$ cat src/hw/rtl/lirm_pkg.sv
// Package for the lookup-table YUV422 remap block.
// It holds the widths, store geometry, register indexes, lane types and address helpers.
// It has no dependencies.
package lirm_pkg;

    localparam int MAX_WIDTH   = 640;
    localparam int MAX_HEIGHT  = 480;
    localparam int CSTRIDE     = MAX_WIDTH / 2;
    localparam int STORE_DEPTH = CSTRIDE * MAX_HEIGHT;
    localparam int ADDR_W      = $clog2(STORE_DEPTH);
    localparam int X_W         = 10;
    localparam int Y_W         = 9;
    localparam int PIX_W       = 8;
    localparam int CFG_IDX_W   = 2;
    localparam int CFG_DATA_W  = 10;

    localparam logic [PIX_W-1:0] MARK_U = 8'd0;
    localparam logic [PIX_W-1:0] MARK_V = 8'd255;

    typedef enum logic [CFG_IDX_W-1:0] {
        REG_FRAME_WIDTH   = 2'd0,
        REG_FRAME_HEIGHT  = 2'd1,
        REG_MARK_UNMAPPED = 2'd2
    } cfg_reg_t;

    typedef struct packed {
        logic [ADDR_W-1:0] luma_idx;
        logic [ADDR_W-1:0] chroma_idx;
        logic              bank_odd;
        logic              marked;
    } lane_req_t;

    typedef struct packed {
        logic bank_odd;
        logic marked;
    } lane_sel_t;

    function automatic logic [ADDR_W-1:0] pair_index(input logic [Y_W-1:0] y,
                                                     input logic [X_W-2:0] x_half);
        pair_index = ADDR_W'(y) * ADDR_W'(CSTRIDE) + ADDR_W'(x_half);
    endfunction

    function automatic logic [X_W-1:0] eff_width(input logic [X_W-1:0] value);
        logic [X_W-1:0] w;
        w = {value[X_W-1:1], 1'b0};
        if (w < X_W'(2)) w = X_W'(2);
        if (w > X_W'(MAX_WIDTH)) w = X_W'(MAX_WIDTH);
        eff_width = w;
    endfunction

    function automatic logic [Y_W-1:0] eff_height(input logic [Y_W-1:0] value);
        logic [Y_W-1:0] h;
        h = value;
        if (h < Y_W'(1)) h = Y_W'(1);
        if (h > Y_W'(MAX_HEIGHT)) h = Y_W'(MAX_HEIGHT);
        eff_height = h;
    endfunction

endpackage

$ cat src/hw/rtl/lirm_lane.sv
// One pixel lane of the remap block: saturates the source coordinate and forms the store addresses.
// It depends on lirm_pkg.
module lirm_lane (
    input  logic                         clk,
    input  logic [lirm_pkg::X_W-1:0]     map_x,
    input  logic [lirm_pkg::Y_W-1:0]     map_y,
    input  logic [lirm_pkg::X_W-1:0]     width,
    input  logic [lirm_pkg::Y_W-1:0]     height,
    input  logic                         mark_en,
    input  logic                         odd_pixel,
    input  logic [lirm_pkg::ADDR_W-1:0]  dest_idx,
    output lirm_pkg::lane_req_t          req
);

    logic [lirm_pkg::X_W-1:0]  sx;
    logic [lirm_pkg::Y_W-1:0]  sy;
    logic [lirm_pkg::ADDR_W-1:0] src_idx;
    lirm_pkg::lane_req_t       req_next;
    lirm_pkg::lane_req_t       req_reg;

    always_comb
    begin
        sx = (map_x >= width) ? width - lirm_pkg::X_W'(1) : map_x;
        sy = (map_y >= height) ? height - lirm_pkg::Y_W'(1) : map_y;
        src_idx = lirm_pkg::pair_index(sy, sx[lirm_pkg::X_W-1:1]);
        req_next.marked     = mark_en && (map_x == '0) && (map_y == '0);
        req_next.chroma_idx = src_idx;
        req_next.luma_idx   = req_next.marked ? dest_idx : src_idx;
        req_next.bank_odd   = req_next.marked ? odd_pixel : sx[0];
    end

    always_ff @(posedge clk)
    begin
        req_reg <= req_next;
    end

    assign req = req_reg;

endmodule

$ cat config.mk
export PLATFORM = sky130hd
export DESIGN_NAME = lirm_lane
export DESIGN_NICKNAME = d
export VERILOG_FILES = /design/src/hw/rtl/lirm_pkg.sv /design/src/hw/rtl/lirm_lane.sv
export SDC_FILE = /design/constraint.sdc
export NUM_CORES = 1
export LEC_CHECK = 0
export CAP_MARGIN = 40
export CORE_ASPECT_RATIO = 0.8
export CORE_MARGIN = 2
export CORE_UTILIZATION = 30
export DETAILED_ROUTE_END_ITERATION = 8
export DONT_BUFFER_PORTS = 1
export PLACE_DENSITY = 0.49
export SKIP_CTS_REPAIR_TIMING = 1
export SYNTH_ARGS = -nofsm -noshare
export SYNTH_HDL_FRONTEND = slang
export SYNTH_SLANG_ARGS = --single-unit
$ cat constraint.sdc
create_clock -name clk -period 5.1 [get_ports clk]
set_input_delay 0.765 -clock clk [delete_from_list [all_inputs] [get_ports clk]]
set_output_delay 0.765 -clock clk [all_outputs]
set_load 0.1 [all_outputs]
# Word level (Yosys, flattened, before mapping)
# Cells that the tools add are included.
[totals]
reg_bits = 38
in_bits = 59
output_inout_bits = 38
[classes]
n_addsub = 3
n_mul = 1
magnitude_cmp = 2
n_mux = 4
reduce_logical = 4
[op_table]
columns = ["op", "count"]
rows = [
  ["adder 18 x 9 -> 18 bit", 1],
  ["two-way mux 18 bit", 1],
  ["multiplier 9 x 3 -> 12 bit (second input constant)", 1],
  [">= comparator 10 bit", 1],
  ["zero test 10 bit", 1],
  ["two-way mux 10 bit", 1],
  ["subtractor 10 x 1 -> 10 bit (second input constant)", 1],
  [">= comparator 9 bit", 1],
  ["zero test 9 bit", 1],
  ["two-way mux 9 bit", 1],
  ["subtractor 9 x 1 -> 9 bit (second input constant)", 1],
  ["logical AND 1 bit", 2],
  ["two-way mux 1 bit", 1],
]

# Logic depth before layout (Yosys ltp)
[logic_depth]
depth_word = 5
mapped_depth = 19
ltp_nobuf = 18

# Worst setup path after synthesis
# Ideal clock, no wire load.
[synth_timing]
path_type = "input -> register"
startpoint = "input port height[4] in the netlist's numbering"
endpoint = "register req_reg, in the netlist req[37]"
setup_time_ns = 0.121
t_arrival_ns = 4.373
path_slack_ns = 0.606
cell_stages = 16
cell_sequence = "inv_1 -> ha_1 -> a211oi_1 -> o21ai_0 -> a21oi_2 -> mux2_2 -> ha_1 -> ha_1 -> fa_1 -> a211oi_1 -> o21ai_0 -> a21oi_1 -> xnor2_1 -> and4_4 -> or3_4 -> mux2_2"
[synth_rtl]
columns = ["element", "line_no", "source"]
rows = [
  ["start: declaration", "lirm_lane.sv:8", "input logic [lirm_pkg::Y_W-1:0] height,"],
  ["end signal: assignment", "lirm_lane.sv:34", "req_reg <= req_next;"],
  ["end: declaration", "lirm_lane.sv:19", "lirm_pkg::lane_req_t req_reg;"],
]

==> results by group <==
Die
  – Die area: 9440 um^2
  – I/O pin count: 97
  – Core area: 8450 um^2
  – Site Rows: 30
  – Initial Util: 30.8%
  – Die Height: 87.3 um
  – Die Width: 108 um

Critical path
  – CP arrival: 4.75 ns
  – Critical Path End Type: flip-flop
  – Worst Path Required: 5.28 ns
  – Largest fanout on the critical path: 6
  – Startpoint types: input port
  – Critical path type: input port to flip-flop

Drt
  – First-pass DRT Iterations: 4
  – WL per Instance: 14.9 um
  – DR DRC count: 0
  – 1st-iter DRT viols: 55
  – Total via count in the routed design: 2,078
  – Final wirelength: 6560 um
  – Vias per cell: 4.73
  – ANT nets after route: 0

Logic synthesis
  – Synth Net Count: 380
  – Synth Area in Adders: 19.8%
  – Cell taking the most area after synthesis: dfxtp_1
  – Largest family of logic cells by synthesized area: adder cells
  – Flops & latches, synth: 38
  – Synth Area per Inst: 9.26 um^2
  – Post-Synthesis Cells: 281
  – Post-synthesis mux area share: 11.5%
  – Commonest cells post-synth: dfxtp_1 (38), ha_1 (38), inv_1 (33)
  – Post-synth top flop: dfxtp_1
  – Yosys top cell area share: 29.2%
  – Post-synth EDFFs: 0
  – Async S/R FF share, synth: 0%
  – Synth Area in Compound Gates: 12.5%
  – Ranking of synthesized cells by area: dfxtp_1 (29%), ha_1 (18%), mux2_2 (10%)
  – Post-Synth Simple-Gate Area: 12.8%
  – Synthesized cell area: 2600 um^2
  – Yosys cell types: 42
  – YS warnings: 0
  – Synth Area in XOR/XNOR: 8.75%
  – Register area share after synthesis: 29.2%

Pwr
  – Pwr dens: 638 nW/um^2
  – Leak: 1.59 nW
  – Tot Pwr: 0.00226 W
  – IR drop worst, VDD: 0.000461 V

STA
  – Worst-Margin Slew: 0.638 ns
  – Tcrit/Tclk final: 89.6%
  – RSZ-0062 raised after global routing: no
  – Hold_ws: 0.586 ns
  – Setup TNS: 0 ns
  – Final hold vios: 0
  – Minimum clock period: 4.57 ns
  – Worst rel slew slack: 57.4%
  – Pins Over Slew Limit: 0
  – Final setup fails: 0
  – Max frequency: 0.219 GHz
  – Final Worst Setup Slack: 0.533 ns

Clock network
  – H-Tree Depth: 2
  – Root Driver: clkbuf_8
  – CTS Buf Count: 5
  – Total clock sinks: 38
  – Clk slew on worst S/H paths: 0.07 ns
  – TritonCTS clock tree: built
  – Clock Path Buffers: 2

Hold path
  – Min-delay src: dest_idx[7]
  – Hold Path Class: input port to flip-flop
  – Hold path endpoint: req[27]
  – Hold Crit Depth: 2

Placed design
  – Pre-CTS setup slack: 0.265 ns
  – I/O Buffers: 0
  – GPL Wtd Cong: 0.863
  – Post-DP HPWL: 5630 um
  – Post-DP Area: 3400 um^2

Finish
  – Fillers: 813
  – Final net count: 425
  – Layout area overhead: 35.9%
  – Layout Cell Area excl Fill: 3540 um^2
  – Layout cell share with drive strength beyond 1: 25.4%
  – Antenna diodes: 0
  – Largest register FFs: 38

GRT
  – Vias in the first global route: 2,151
  – GR Util All Layers: 14.3%
  – Global route overflow: 0
  – First-pass GRT wire length: 10,500 um
  – Pin count of the biggest net entering global routing: 17
  – Initial antenna violation count: 0

Status
  – Run status: finished clean

Run
  – Max-Cap Viols: 0
-- how the worst max path moves through the flow --
stage | slack [ns] | cells after the start | startpoint | endpoint
detailed placement | 0.27 | 16 | height[0] | req[37]
floorplan | 0.61 | 16 | height[4] | req[37]
finish | 0.53 | 16 | height[0] | req[37]
global route | 0.30 | 18 | height[4] | req[37]
CTS | 0.57 | 16 | height[0] | req[37]
global placement | 0.35 | 16 | height[0] | req[37]
-- cell families after synthesis --
| group | count (synthesis) |
|---|---|
| muxes | 27 |
| buffers and inverters | 37 |
| adders and majority gates | 40 |
| xor gates and xnor gates | 26 |
| AOI/OAI and AO/OA | 52 |
| DFF | 38 |
| and+or+nand+nor | 61 |
-- cell usage in the layout (no fill, tap or decap), types with 4 or more instances in the layout --
master,Yosys,layout
buf_16,0,5
ha_1,38,38
inv_1,33,33
a21o_1,5,5
dfxtp_1,38,38
nand4_1,4,4
nand3_1,5,5
o21ai_0,17,17
a21oi_1,13,13
nor4_1,5,5
nor2_1,10,9
buf_8,0,34
xnor2_1,23,23
nand2_1,18,18
mux2_2,24,24
a211oi_1,4,4
clkbuf_8,0,5
-- where the power goes --
part	total, W	switching, W	internal (W)
Sequential	0.000473	0.0000709	0.000402
Clock	0.000306	0.000111	0.000196
Combinational	0.00148	0.000985	0.000491
Total	0.00226	0.00117	0.00109
-- layout make-up --
cell class                      count  area, um^2  area share (%)
Multi-Input combinational cell    206        1700            48.2
Sequential cell                    38         761            21.5
Timing Repair Buffer               42         671            19.0
Tap cell                          112         140            3.96
Inverter                           33         124            3.50
Clock buffer                        5        68.8            1.95
Clock inverter                      3        68.8            1.95
-- routing by layer --
layer | vias up | global-route usage [%] | part of all wire [%]
met4 | 0 | 2.80 | 0.73
li1 | 1072 | - | -
met3 | 6 | 4.71 | 8.3
met1 | 941 | 18.6 | 46
met2 | 59 | 23.3 | 45
met5 | - | 0 | 0
-- metrics by stage --
stage	std cells	util (%)
6_report	439	41.9
2_1_floorplan	281	-
3_3_place_gp	392	32.6
4_1_cts	439	41.9
3_5_place_dp	431	40.2
5_1_grt	439	41.9
-- worst max-delay path, stage by stage --
cell,delay (ns)
inv_1,0.10
ha_1,0.20
nor3b_1,0.55
nand4_1,0.21
xnor2_1,0.17
mux2i_1,0.35
inv_1,0.09
ha_1,0.30
ha_1,0.36
or3b_2,0.21
o221ai_1,0.09
or3b_4,0.43
and3_1,0.17
and4_4,0.16
or3_4,0.34
mux2_2,0.26
No activity file was read; power rests on OpenSTA's default activity.
