<file path="config.mk">
export PLATFORM = sky130hd
export DESIGN_NAME = lirm_merge
export DESIGN_NICKNAME = d
export VERILOG_FILES = /design/src/hw/rtl/lirm_pkg.sv /design/src/hw/rtl/lirm_merge.sv
export SDC_FILE = /design/constraint.sdc
export NUM_CORES = 1
export LEC_CHECK = 0
export BUFFER_PORTS_ARGS = -buffer_cell sky130_fd_sc_hd__buf_4
export CORE_ASPECT_RATIO = 1.2
export CORE_MARGIN = 3
export CORE_UTILIZATION = 43
export DETAILED_ROUTE_END_ITERATION = 10
export PLACE_DENSITY_LB_ADDON = 0.3
export SYNTH_ARGS = -nofsm -noshare
export SYNTH_HDL_FRONTEND = slang
export SYNTH_SLANG_ARGS = --single-unit
</file>
<file path="constraint.sdc">
create_clock -name clk -period 0.8 [get_ports clk]
set_input_delay 0.04 -clock clk [delete_from_list [all_inputs] [get_ports clk]]
set_output_delay 0.04 -clock clk [all_outputs]
set_load 0.1 [all_outputs]
</file>
<file path="src/hw/rtl/lirm_pkg.sv">
// Package for the lookup-table YUV422 remap block.
// It holds the widths, store geometry, register indexes, lane types and address helpers.
// It has no dependencies.
package lirm_pkg;

    localparam int MAX_WIDTH   = 640;
    localparam int MAX_HEIGHT  = 480;
    localparam int CSTRIDE     = MAX_WIDTH / 2;
    localparam int STORE_DEPTH = CSTRIDE * MAX_HEIGHT;
    localparam int ADDR_W      = $clog2(STORE_DEPTH);
    localparam int X_W         = 10;
    localparam int Y_W         = 9;
    localparam int PIX_W       = 8;
    localparam int CFG_IDX_W   = 2;
    localparam int CFG_DATA_W  = 10;

    localparam logic [PIX_W-1:0] MARK_U = 8'd0;
    localparam logic [PIX_W-1:0] MARK_V = 8'd255;

    typedef enum logic [CFG_IDX_W-1:0] {
        REG_FRAME_WIDTH   = 2'd0,
        REG_FRAME_HEIGHT  = 2'd1,
        REG_MARK_UNMAPPED = 2'd2
    } cfg_reg_t;

    typedef struct packed {
        logic [ADDR_W-1:0] luma_idx;
        logic [ADDR_W-1:0] chroma_idx;
        logic              bank_odd;
        logic              marked;
    } lane_req_t;

    typedef struct packed {
        logic bank_odd;
        logic marked;
    } lane_sel_t;

    function automatic logic [ADDR_W-1:0] pair_index(input logic [Y_W-1:0] y,
                                                     input logic [X_W-2:0] x_half);
        pair_index = ADDR_W'(y) * ADDR_W'(CSTRIDE) + ADDR_W'(x_half);
    endfunction

    function automatic logic [X_W-1:0] eff_width(input logic [X_W-1:0] value);
        logic [X_W-1:0] w;
        w = {value[X_W-1:1], 1'b0};
        if (w < X_W'(2)) w = X_W'(2);
        if (w > X_W'(MAX_WIDTH)) w = X_W'(MAX_WIDTH);
        eff_width = w;
    endfunction

    function automatic logic [Y_W-1:0] eff_height(input logic [Y_W-1:0] value);
        logic [Y_W-1:0] h;
        h = value;
        if (h < Y_W'(1)) h = Y_W'(1);
        if (h > Y_W'(MAX_HEIGHT)) h = Y_W'(MAX_HEIGHT);
        eff_height = h;
    endfunction

endpackage

</file>
<file path="src/hw/rtl/lirm_merge.sv">
// Merging stage of the remap block: picks the luma bank, applies marking and averages chroma.
// It depends on lirm_pkg.
module lirm_merge (
    input  logic                        clk,
    input  logic                        rst_n,
    input  logic                        valid,
    input  lirm_pkg::lane_sel_t         sel_first,
    input  lirm_pkg::lane_sel_t         sel_second,
    input  logic [lirm_pkg::PIX_W-1:0]  luma_even_a,
    input  logic [lirm_pkg::PIX_W-1:0]  luma_even_b,
    input  logic [lirm_pkg::PIX_W-1:0]  luma_odd_a,
    input  logic [lirm_pkg::PIX_W-1:0]  luma_odd_b,
    input  logic [lirm_pkg::PIX_W-1:0]  u_a,
    input  logic [lirm_pkg::PIX_W-1:0]  u_b,
    input  logic [lirm_pkg::PIX_W-1:0]  v_a,
    input  logic [lirm_pkg::PIX_W-1:0]  v_b,
    output logic                        done,
    output logic [lirm_pkg::PIX_W-1:0]  out_luma_first,
    output logic [lirm_pkg::PIX_W-1:0]  out_luma_second,
    output logic [lirm_pkg::PIX_W-1:0]  out_chroma_u,
    output logic [lirm_pkg::PIX_W-1:0]  out_chroma_v
);

    logic [lirm_pkg::PIX_W-1:0] u0;
    logic [lirm_pkg::PIX_W-1:0] u1;
    logic [lirm_pkg::PIX_W-1:0] v0;
    logic [lirm_pkg::PIX_W-1:0] v1;
    logic [lirm_pkg::PIX_W:0]   u_sum;
    logic [lirm_pkg::PIX_W:0]   v_sum;
    logic                       done_reg;
    logic [lirm_pkg::PIX_W-1:0] luma_first_reg;
    logic [lirm_pkg::PIX_W-1:0] luma_second_reg;
    logic [lirm_pkg::PIX_W-1:0] chroma_u_reg;
    logic [lirm_pkg::PIX_W-1:0] chroma_v_reg;
    logic [lirm_pkg::PIX_W-1:0] luma_first_next;
    logic [lirm_pkg::PIX_W-1:0] luma_second_next;

    always_comb
    begin
        luma_first_next  = sel_first.bank_odd ? luma_odd_a : luma_even_a;
        luma_second_next = sel_second.bank_odd ? luma_odd_b : luma_even_b;
        u0 = sel_first.marked ? lirm_pkg::MARK_U : u_a;
        v0 = sel_first.marked ? lirm_pkg::MARK_V : v_a;
        u1 = sel_second.marked ? lirm_pkg::MARK_U : u_b;
        v1 = sel_second.marked ? lirm_pkg::MARK_V : v_b;
        u_sum = {1'b0, u0} + {1'b0, u1};
        v_sum = {1'b0, v0} + {1'b0, v1};
    end

    always_ff @(posedge clk or negedge rst_n)
    begin
        if (!rst_n)
        begin
            done_reg <= 1'b0;
        end
        else
        begin
            done_reg <= valid;
        end
    end

    always_ff @(posedge clk)
    begin
        luma_first_reg  <= luma_first_next;
        luma_second_reg <= luma_second_next;
        chroma_u_reg    <= u_sum[lirm_pkg::PIX_W:1];
        chroma_v_reg    <= v_sum[lirm_pkg::PIX_W:1];
    end

    assign done            = done_reg;
    assign out_luma_first  = luma_first_reg;
    assign out_luma_second = luma_second_reg;
    assign out_chroma_u    = chroma_u_reg;
    assign out_chroma_v    = chroma_v_reg;

endmodule

</file>
==> results by group, run 1 <==
Die
  • I/O Pins: 104
  • Starting Density: 46.3%
  • # rows: 24
  • Die W: 64.2 um
  • Chip Height: 75.9 um

CTS
  • Post-cts sizing count: 130
  • Root Buffer: clkbuf_8
  • Total number of H-tree levels: 2
  • Num Clock Sinks: 33
  • CTS max path bufs: 2
  • Hold_buf cts: 33
  • Postcts setup bufs: 8
  • CTS Buf Count: 5

Synth
  • Post-Synthesis Net Count: 262
  • Synth area leader: dfxtp_1
  • Yosys top cell area share: 36.6%
  • Synth Cell Area: 0.00175 mm^2
  • EDFF count, synth: 0
  • Ys flop type: dfxtp_1
  • Distinct cell type count after synthesis: 36
  • Register area share after synthesis: 38.0%
  • Asr flop ratio synth: 3.03%
  • Synth Instances: 175
  • FF+latch count, synth: 33
  • Synth warn: 0
  • Synth Area per Inst: 10.0 um^2
  • Synth top area cells: dfxtp_1, mux2_2, ha_1

Placement
  • Post-DP HPWL: 4.18 mm
  • Placed instance count: 356
  • Number of port buffers: 103
  • Placed cell area: 0.00297 mm^2
  • Routability cong.: 0.780

Run status
  • Tool error: [ERROR DPL-0038] Utilization greater than 100%, impossible to legalize
  • Fail Step: 4_1_cts
  • Status: aborted with a tool error
## Yosys cell counts (all sizes together) (4+ instances only)
cell	n
mux2	16
or2	14
nand2b	4
inv	4
a21oi	7
o21ai	6
dfxtp	32
a21o	4
a211oi	4
xnor2	4
clkbuf	4
and2b	5
nor2b	11
nand3	5
nor2	12
ha	14
## metrics by stage
step / TNS, ns / worst slack (ns) / hold WS [ns] / util, %
floorplan: -6.84 / -0.772 / -0.256 / -
global placement: -10.38 / -0.883 / -0.185 / 78.5
detailed placement: -10.80 / -0.943 / -0.184 / 78.5
## logic make-up after synthesis
family / after synthesis / share of synthesized area, %
mux: 18 / 11.4
buf+inv: 8 / 1.72
xor+xnor: 6 / 3.00
fa+ha+maj: 16 / 12.3
simple gates: 57 / 18.9
flops: 33 / 38.0
compound gates: 37 / 14.6
==> run 2: changes to the inputs <==
Settings changed: CORE_ASPECT_RATIO 1.2 to unset, CORE_UTILIZATION 43 to 30, PLACE_DENSITY_LB_ADDON 0.3 to 0.15.
==> results by group, run 2 <==
Routing
  • Final ANT Viol Nets: 0
  • DRC viols: 0
  • Initial DRC Count: 20
  • Via density: 4.53
  • Vias: 1,979
  • Final wirelength: 6.72 mm
  • Drt pass-1 iters: 4
  • DR WL/cell: 15.4 um

Setup path
  • Max FO, Critical Path: 5
  • CP bufs+invs: 3
  • Critical path required time: 0.96 ns
  • Family with the most delay on the worst path: compound AO/OA/AOI/OAI gates
  • Crit-path slowest cell: a221o_1
  • Crit path kind: input port to flip-flop
  • Cell Chain, Critical Path: buf_12 -> buf_12 -> or2_4 -> ha_4 -> buf_4 -> a221o_1 -> mux2i_1 -> o311ai_1
  • Crit path launch type: input port
  • Cell mode on critical path: buf_12
  • Arr. time, crit path: 1.50 ns
  • CP Capture Type: flip-flop
  • Slowest stage delay, CP: 0.35 ns

Power and ir drop
  • Peak VDD IR: 1120 uV
  • Pleak: 0.00202 uW
  • Power Density: 1690 mW/mm^2
  • Power Total: 7240 uW

Synth
  • Post-Synthesis Net Count: 262 (unchanged)
  • Synth Area in Simple Gates: 18.9% (unchanged)
  • Synth Area per Inst: 10.0 um^2 (unchanged)
  • Synth Area in Compound Gates: 14.6% (unchanged)
  • Distinct cell type count after synthesis: 36 (unchanged)
  • Asr flop ratio synth: 3.03% (unchanged)
  • Mux share of post-synthesis cell area: 11.4% (unchanged)
  • Ys flop type: dfxtp_1
  • Xor and xnor area share after synthesis: 3.00% (unchanged)
  • Yosys top cell area share: 36.6% (unchanged)
  • Main combinational cell family by area after synthesis: simple AND/OR/NAND/NOR gates
  • Register area share after synthesis: 38.0% (unchanged)
  • Synth Cell Area: 0.00175 mm^2 (unchanged)
  • Top cells by count, synth: dfxtp_1, mux2_2, ha_1, or2_2, nor2_1
  • Synth Instances: 175 (unchanged)
  • Synth area leader: dfxtp_1
  • Synth top area cells: dfxtp_1, mux2_2, ha_1
  • Post-synthesis adder-cell area fraction: 12.3% (unchanged)
  • Count leader, synth: dfxtp_1
  • Synth warn: 0 (unchanged)
  • EDFF count, synth: 0 (unchanged)
  • FF+latch count, synth: 33 (unchanged)

Cells and area
  • Most common cell after layout, fill and taps aside: buf_4
  • Share of cells above drive strength 1: 72.1%
  • Area Growth Syn to Fin: 145%
  • ANT cells: 0
  • Nets: 451
  • Layout Utilization: 77.0%
  • Post-route non-filler standard cell count: 437
  • Filler cells: 348
  • Most frequent cells in the layout: buf_4, buf_12, dfxtp_2

STA
  • Setup violators final: 51
  • Final period util: 168%
  • Fin worst setup slack: -0.541 ns
  • Hold Fails Final Rpt: 0
  • Actual slew at the worst max-slew pin: 0.282 ns
  • Peak Freq: 746 MHz
  • Max_slew headroom: 81.1%
  • RSZ-0062 raised after global routing: true
  • Fin. max-slew vios: 0
  • Final min period: 1.34 ns

Die
  • I/O Pins: 104 (unchanged)
  • Starting Density: 31.4% (-15 points)
  • Chip Height: 82.4 um (+8.6%)
  • Die footprint: 0.00679 mm^2
  • Die W: 82.4 um (+28%)
  • Placeable Area: 0.00557 mm^2
  • # rows: 27 (+13%)

Placement
  • Routability cong.: 0.815 (+4.5%)
  • Number of port buffers: 103 (unchanged)
  • Post-DP HPWL: 4.12 mm (-1.5%)
  • Placed instance count: 379 (+6.5%)

CTS
  • CTS tree: built
  • Total number of H-tree levels: 2 (unchanged)
  • CTS clk-pin slew, worst paths: 0.07 ns
  • Root Buffer: clkbuf_8
  • Num Clock Sinks: 33 (unchanged)
  • CTS max path bufs: 2 (unchanged)
  • CTS Buf Count: 5 (unchanged)

GRT
  • Vias in the first global route: 1,992
  • First-pass GRT wire length: 9.38 mm
  • Antenna violations before repair: 0
  • GRT Util Overall: 18.4%
  • Largest net degree at the start of global routing: 12
  • Overflow after GRT: 0

Worst hold path
  • Hold Path Class: input port to asynchronous set/reset pin

Run status
  • Status: finished with violations
  • Failing checks: negative setup slack

Run
  • Max cap viols: 0
run 2: cell counts after synthesis:
No cell type changed its count.
run 2: per-layer routing:
| metal | GRT usage [%] | vias to the layer above | part of all wire, % | wire (um) |
|---|---|---|---|---|
| li1 | - | 996 | - | - |
| met1 | 20.2 | 886 | 40 | 2660 |
| met2 | 32.6 | 86 | 49 | 3280 |
| met3 | 4.77 | 11 | 9.2 | 620 |
| met4 | 8.97 | 0 | 2.2 | 148 |
| met5 | 0 | - | 0 | 0 |
run 2: per-stage QoR:
step                      setup WS, ns  hold slack, ns  TNS [ns]  area, um^2
after CTS                       -0.546          0.0606     -7.27        4150
after global routing            -0.615          0.0571     -8.45        4290
after detailed placement        -0.949          -0.184    -10.61        3030
after floorplan                 -0.772          -0.256     -6.84        1930
final                           -0.541          0.0657     -7.04        4290
after global placement          -0.872          -0.184    -10.25        3030
run 2: cells by family (layout without fill, tap and decap cells):
kind of cell,Yosys count,count (layout)
xor gates and xnor gates,6,6
muxes,18,18
AOI/OAI and AO/OA,37,37
DFF,33,33
and+or+nand+nor,57,57
buffers and inverters,8,198
adders and majority gates,16,16
run 2: final cells by class:
class	count	area (um^2)	share of cell area, %
well taps	72	90.1	2.10
clock inverters	3	17.5	0.408
clock buffers	5	68.8	1.60
repair buffers	186	2060	47.9
multi-input cells	134	1340	31.2
flip-flops and latches	33	707	16.5
inverters	4	15.0	0.350
run 2: report_power, final:
group | internal (uW) | switching, uW | total (uW)
Combinational | 1790 | 2140 | 3930
Sequential | 1890 | 165 | 2060
Clock | 600 | 655 | 1260
Total | 4280 | 2960 | 7240
run 2: how the worst max path moves through the flow:
| stage | from | endpoint | slack, ns | depth (start not counted) |
|---|---|---|---|---|
| after floorplan | sel_second[0] | out_chroma_v[5] | -0.77 | 7 |
| after global placement | sel_second[0] | out_chroma_v[5] | -0.87 | 7 |
| after detailed placement | sel_second[0] | out_chroma_v[5] | -0.95 | 7 |
| after CTS | sel_first[0] | out_chroma_v[6] | -0.55 | 8 |
| after global routing | sel_first[0] | out_chroma_v[6] | -0.62 | 8 |
| final | sel_first[0] | out_chroma_v[6] | -0.54 | 8 |
run 2: repair_timing:
| action | in CTS | in global routing |
|---|---|---|
| setup endpoints to repair | 47 | 57 |
| hold buffers | 34 | 0 |
| hold endpoints to repair | 18 | 0 |
| buffers inserted | 13 | 3 |
| resized for setup | 132 | 30 |
| pin swaps | 33 | 19 |
| gates cloned | 1 | 1 |
No activity file was read; power rests on OpenSTA's default activity.
==> run 3: changes to the inputs <==
Settings changed: CORE_MARGIN 3 to unset, SKIP_CTS_REPAIR_TIMING set to 1.
==> results by group, run 3 (synthesized netlist as in run 2, its figures left out) <==
Cells and area
  • Share of cells above drive strength 1: 70.6% (-1.5 points)
  • Most common cell after layout, fill and taps aside: buf_4
  • Nets: 436 (-3.3%)
  • Register area: 707 um^2 (unchanged)
  • Area Growth Syn to Fin: 132%
  • Layout Utilization: 73.0% (-4.0 points)
  • Area of the multi-input gates: 0.00131 mm^2 (-2.4%)
  • Most frequent cells in the layout: buf_4, buf_12, dlygate4sd3_1, dfxtp_2, mux2_2
  • ANT cells: 0 (unchanged)
  • Filler cells: 361 (+3.7%)

Die
  • Starting Density: 31.4% (unchanged)
  • Placeable Area: 0.00557 mm^2 (unchanged)
  • # rows: 27 (unchanged)
  • Die footprint: 0.00614 mm^2 (-9.5%)
  • Die W: 78.4 um (-4.9%)
  • Chip Height: 78.4 um (-4.9%)
  • I/O Pins: 104 (unchanged)

Run status
  • Status: finished with violations
  • Failing checks: negative setup slack

STA
  • Max_slew headroom: 80.2% (-0.94 points)
  • Actual slew at the worst max-slew pin: 0.296 ns (+0.0141 ns)
  • Final min period: 1.46 ns (+0.121 ns)
  • Peak Freq: 684 MHz (-8.3%)
  • Final period util: 183% (+15 points)
  • Fin worst setup slack: -0.661 ns (-0.121 ns)
  • Worst hold slack: 0.00900 ns (-0.0567 ns)
  • RSZ-0062 raised after global routing: true
  • Setup violators final: 60 (+18%)
  • Hold Fails Final Rpt: 0 (unchanged)
  • Fin. max-slew vios: 0 (unchanged)

Setup path
  • CP Capture Type: flip-flop
  • Crit path launch type: input port
  • Crit path kind: input port to flip-flop
  • Max FO, Critical Path: 5 (unchanged)
  • Arr. time, crit path: 1.61 ns (+0.11 ns)
  • Critical path required time: 0.95 ns (about the same)

Routing
  • DRC viols: 0 (unchanged)
  • Initial DRC Count: 35 (+75%)
  • Drt pass-1 iters: 6 (+2)
  • Final wirelength: 5.97 mm (-11%)
  • Vias: 1,924 (-2.8%)
  • DR WL/cell: 14.1 um (-8.0%)
  • Final ANT Viol Nets: 0 (unchanged)
  • Via density: 4.56 (+0.68%)

GRT
  • Antenna violations before repair: 0 (unchanged)
  • Overflow after GRT: 0 (unchanged)
  • Largest net degree at the start of global routing: 11 (-1)
  • GRT Util Overall: 15.6% (-2.8 points)
  • Vias in the first global route: 1,750 (-12%)
  • First-pass GRT wire length: 7.58 mm (-19%)

Power and ir drop
  • Peak VDD IR: 1330 uV (+18%)
  • Pleak: 0.00181 uW (-10%)
  • Power Density: 1730 mW/mm^2 (+2.4%)

Placement
  • Routability cong.: 0.801 (-1.7%)
  • Post-DP HPWL: 3.89 mm (-5.5%)
  • Number of port buffers: 103 (unchanged)

CTS
  • Total number of H-tree levels: 2 (unchanged)
  • CTS Buf Count: 5 (unchanged)
  • CTS max path bufs: 2 (unchanged)
  • CTS clk-pin slew, worst paths: 0.07 ns (about the same)
  • Root Buffer: clkbuf_8
  • CTS tree: built
  • Num Clock Sinks: 33 (unchanged)

Worst hold path
  • WHS Path Cells: 2
  • Hold Path Class: input port to flip-flop

Run
  • Max cap viols: 0 (unchanged)
[run 3: area by class of cell]
class | count | area share (%)
clock buffer | 6 | 1.78
clock inverter | 2 | 0.246
inverter | 4 | 0.369
multi-input combinational | 134 | 32.1
sequential | 33 | 17.4
tap | 72 | 2.21
timing repair buffer | 171 | 45.9
[run 3: layer usage]
metal / wire, um / part of all wire [%] / up-vias / GRT usage, %
li1: - / - / 964 / -
met1: 2690 / 45 / 872 / 18.5
met2: 2790 / 47 / 83 / 26.3
met3: 422 / 7.1 / 5 / 5.12
met4: 61 / 1.0 / 0 / 5.56
met5: 0 / 0 / - / 0
[run 3: per-stage QoR]
stage	instance area (um^2)	TNS, ns	std cells	total power, uW	worst slack (ns)
5_1_grt	4070	-7.88	422	7330	-0.692
4_1_cts	3050	-9.93	382	6100	-0.641
2_1_floorplan	1930	-6.84	175	4080	-0.772
6_report	4070	-6.31	422	7030	-0.661
3_5_place_dp	2970	-10.48	374	4890	-0.931
3_3_place_gp	2970	-10.27	374	4870	-0.905
[run 3: critical path, stage by stage]
cell	delay, ns
buf_12	0.11
buf_6	0.11
or2_4	0.23
ha_4	0.25
and2_4	0.16
a221o_1	0.37
mux2i_1	0.21
o311ai_2	0.13
[run 3: report_power, final]
part           leakage (uW)  total [uW]  switching, uW  internal [uW]
logic               0.00148        3780           2090           1690
registers          0.000281        2060            164           1890
clock network     0.0000450        1190            592            602
[run 3: final timing paths]
| path | startpoint | endpoint | slack [ns] |
|---|---|---|---|
| max in group asynchronous | rst_n | done | 0.60 |
| min in group asynchronous | rst_n | done | 0.11 |
| min | luma_odd_a[1] | out_luma_first[1] | 0.009 |
| max | sel_first[0] | out_chroma_v[6] | -0.66 |
==> run 4: changes to the inputs <==
Settings changed: CORE_UTILIZATION 30 to 43, PLACE_DENSITY set to 0.79, PLACE_DENSITY_LB_ADDON 0.15 to unset.
==> results by group, run 4 <==
Run status
  • Status: aborted with a tool error
  • Fail Step: 5_1_grt
  • Tool error: [ERROR DPL-0038] Utilization greater than 100%, impossible to legalize

Die
  • # rows: 22 (-19%)
  • Die W: 65.8 um (-16%)
  • Starting Density: 46.4% (+15 points)
  • I/O Pins: 104 (unchanged)
  • Chip Height: 65.8 um (-16%)

GRT
  • Largest net degree at the start of global routing: 11

Synth
  • Synth Area per Inst: 10.0 um^2 (unchanged)
  • Distinct cell type count after synthesis: 36 (unchanged)
  • EDFF count, synth: 0 (unchanged)
  • FF+latch count, synth: 33 (unchanged)
  • Post-Synthesis Net Count: 262 (unchanged)
  • Register area share after synthesis: 38.0% (unchanged)
  • Synth warn: 0 (unchanged)
  • Top cells by count, synth: dfxtp_1, mux2_2, ha_1, or2_2, nor2_1
  • Asr flop ratio synth: 3.03% (unchanged)
  • Count leader, synth: dfxtp_1
  • Synth area leader: dfxtp_1
  • Synth Instances: 175 (unchanged)
  • Ys flop type: dfxtp_1
  • Synth Cell Area: 0.00175 mm^2 (unchanged)
  • Yosys top cell area share: 36.6% (unchanged)
  • Synth top area cells: dfxtp_1, mux2_2, ha_1

Placement
  • Placed instance count: 352 (-5.9%)
  • Post-DP HPWL: 3.96 mm (+1.6%)
  • Routability cong.: 0.777 (-3.0%)
  • Number of port buffers: 103 (unchanged)

CTS
  • Root Buffer: clkbuf_8
  • CTS max path bufs: 2 (unchanged)
  • CTS Buf Count: 5 (unchanged)
  • Total number of H-tree levels: 2 (unchanged)
  • Num Clock Sinks: 33 (unchanged)

STA
  • Worst_ep grt: out_chroma_v[5]$_DFF_P_/D
  • Worst EP kind: sequential cell input
run 4: cell counts after synthesis:
Identical to the previous run, type by type.
run 4: cells by family after synthesis:
family	Yosys count	share of synthesized area (%)
simple gates	57	18.9
compound gates	37	14.6
flops	33	38.0
mux	18	11.4
fa+ha+maj	16	12.3
buf+inv	8	1.72
xor+xnor	6	3.00
run 4: through the flow:
step           setup TNS [ns]  utilization, %  hold WS, ns  worst slack (ns)  area [um^2]
3_3_place_gp           -10.32            78.3       -0.185            -0.880         2950
3_5_place_dp           -10.57            78.3       -0.183            -0.916         2950
2_1_floorplan           -6.84               -       -0.256            -0.772         1930
4_1_cts                 -9.95            80.5       -0.486            -0.613         3040
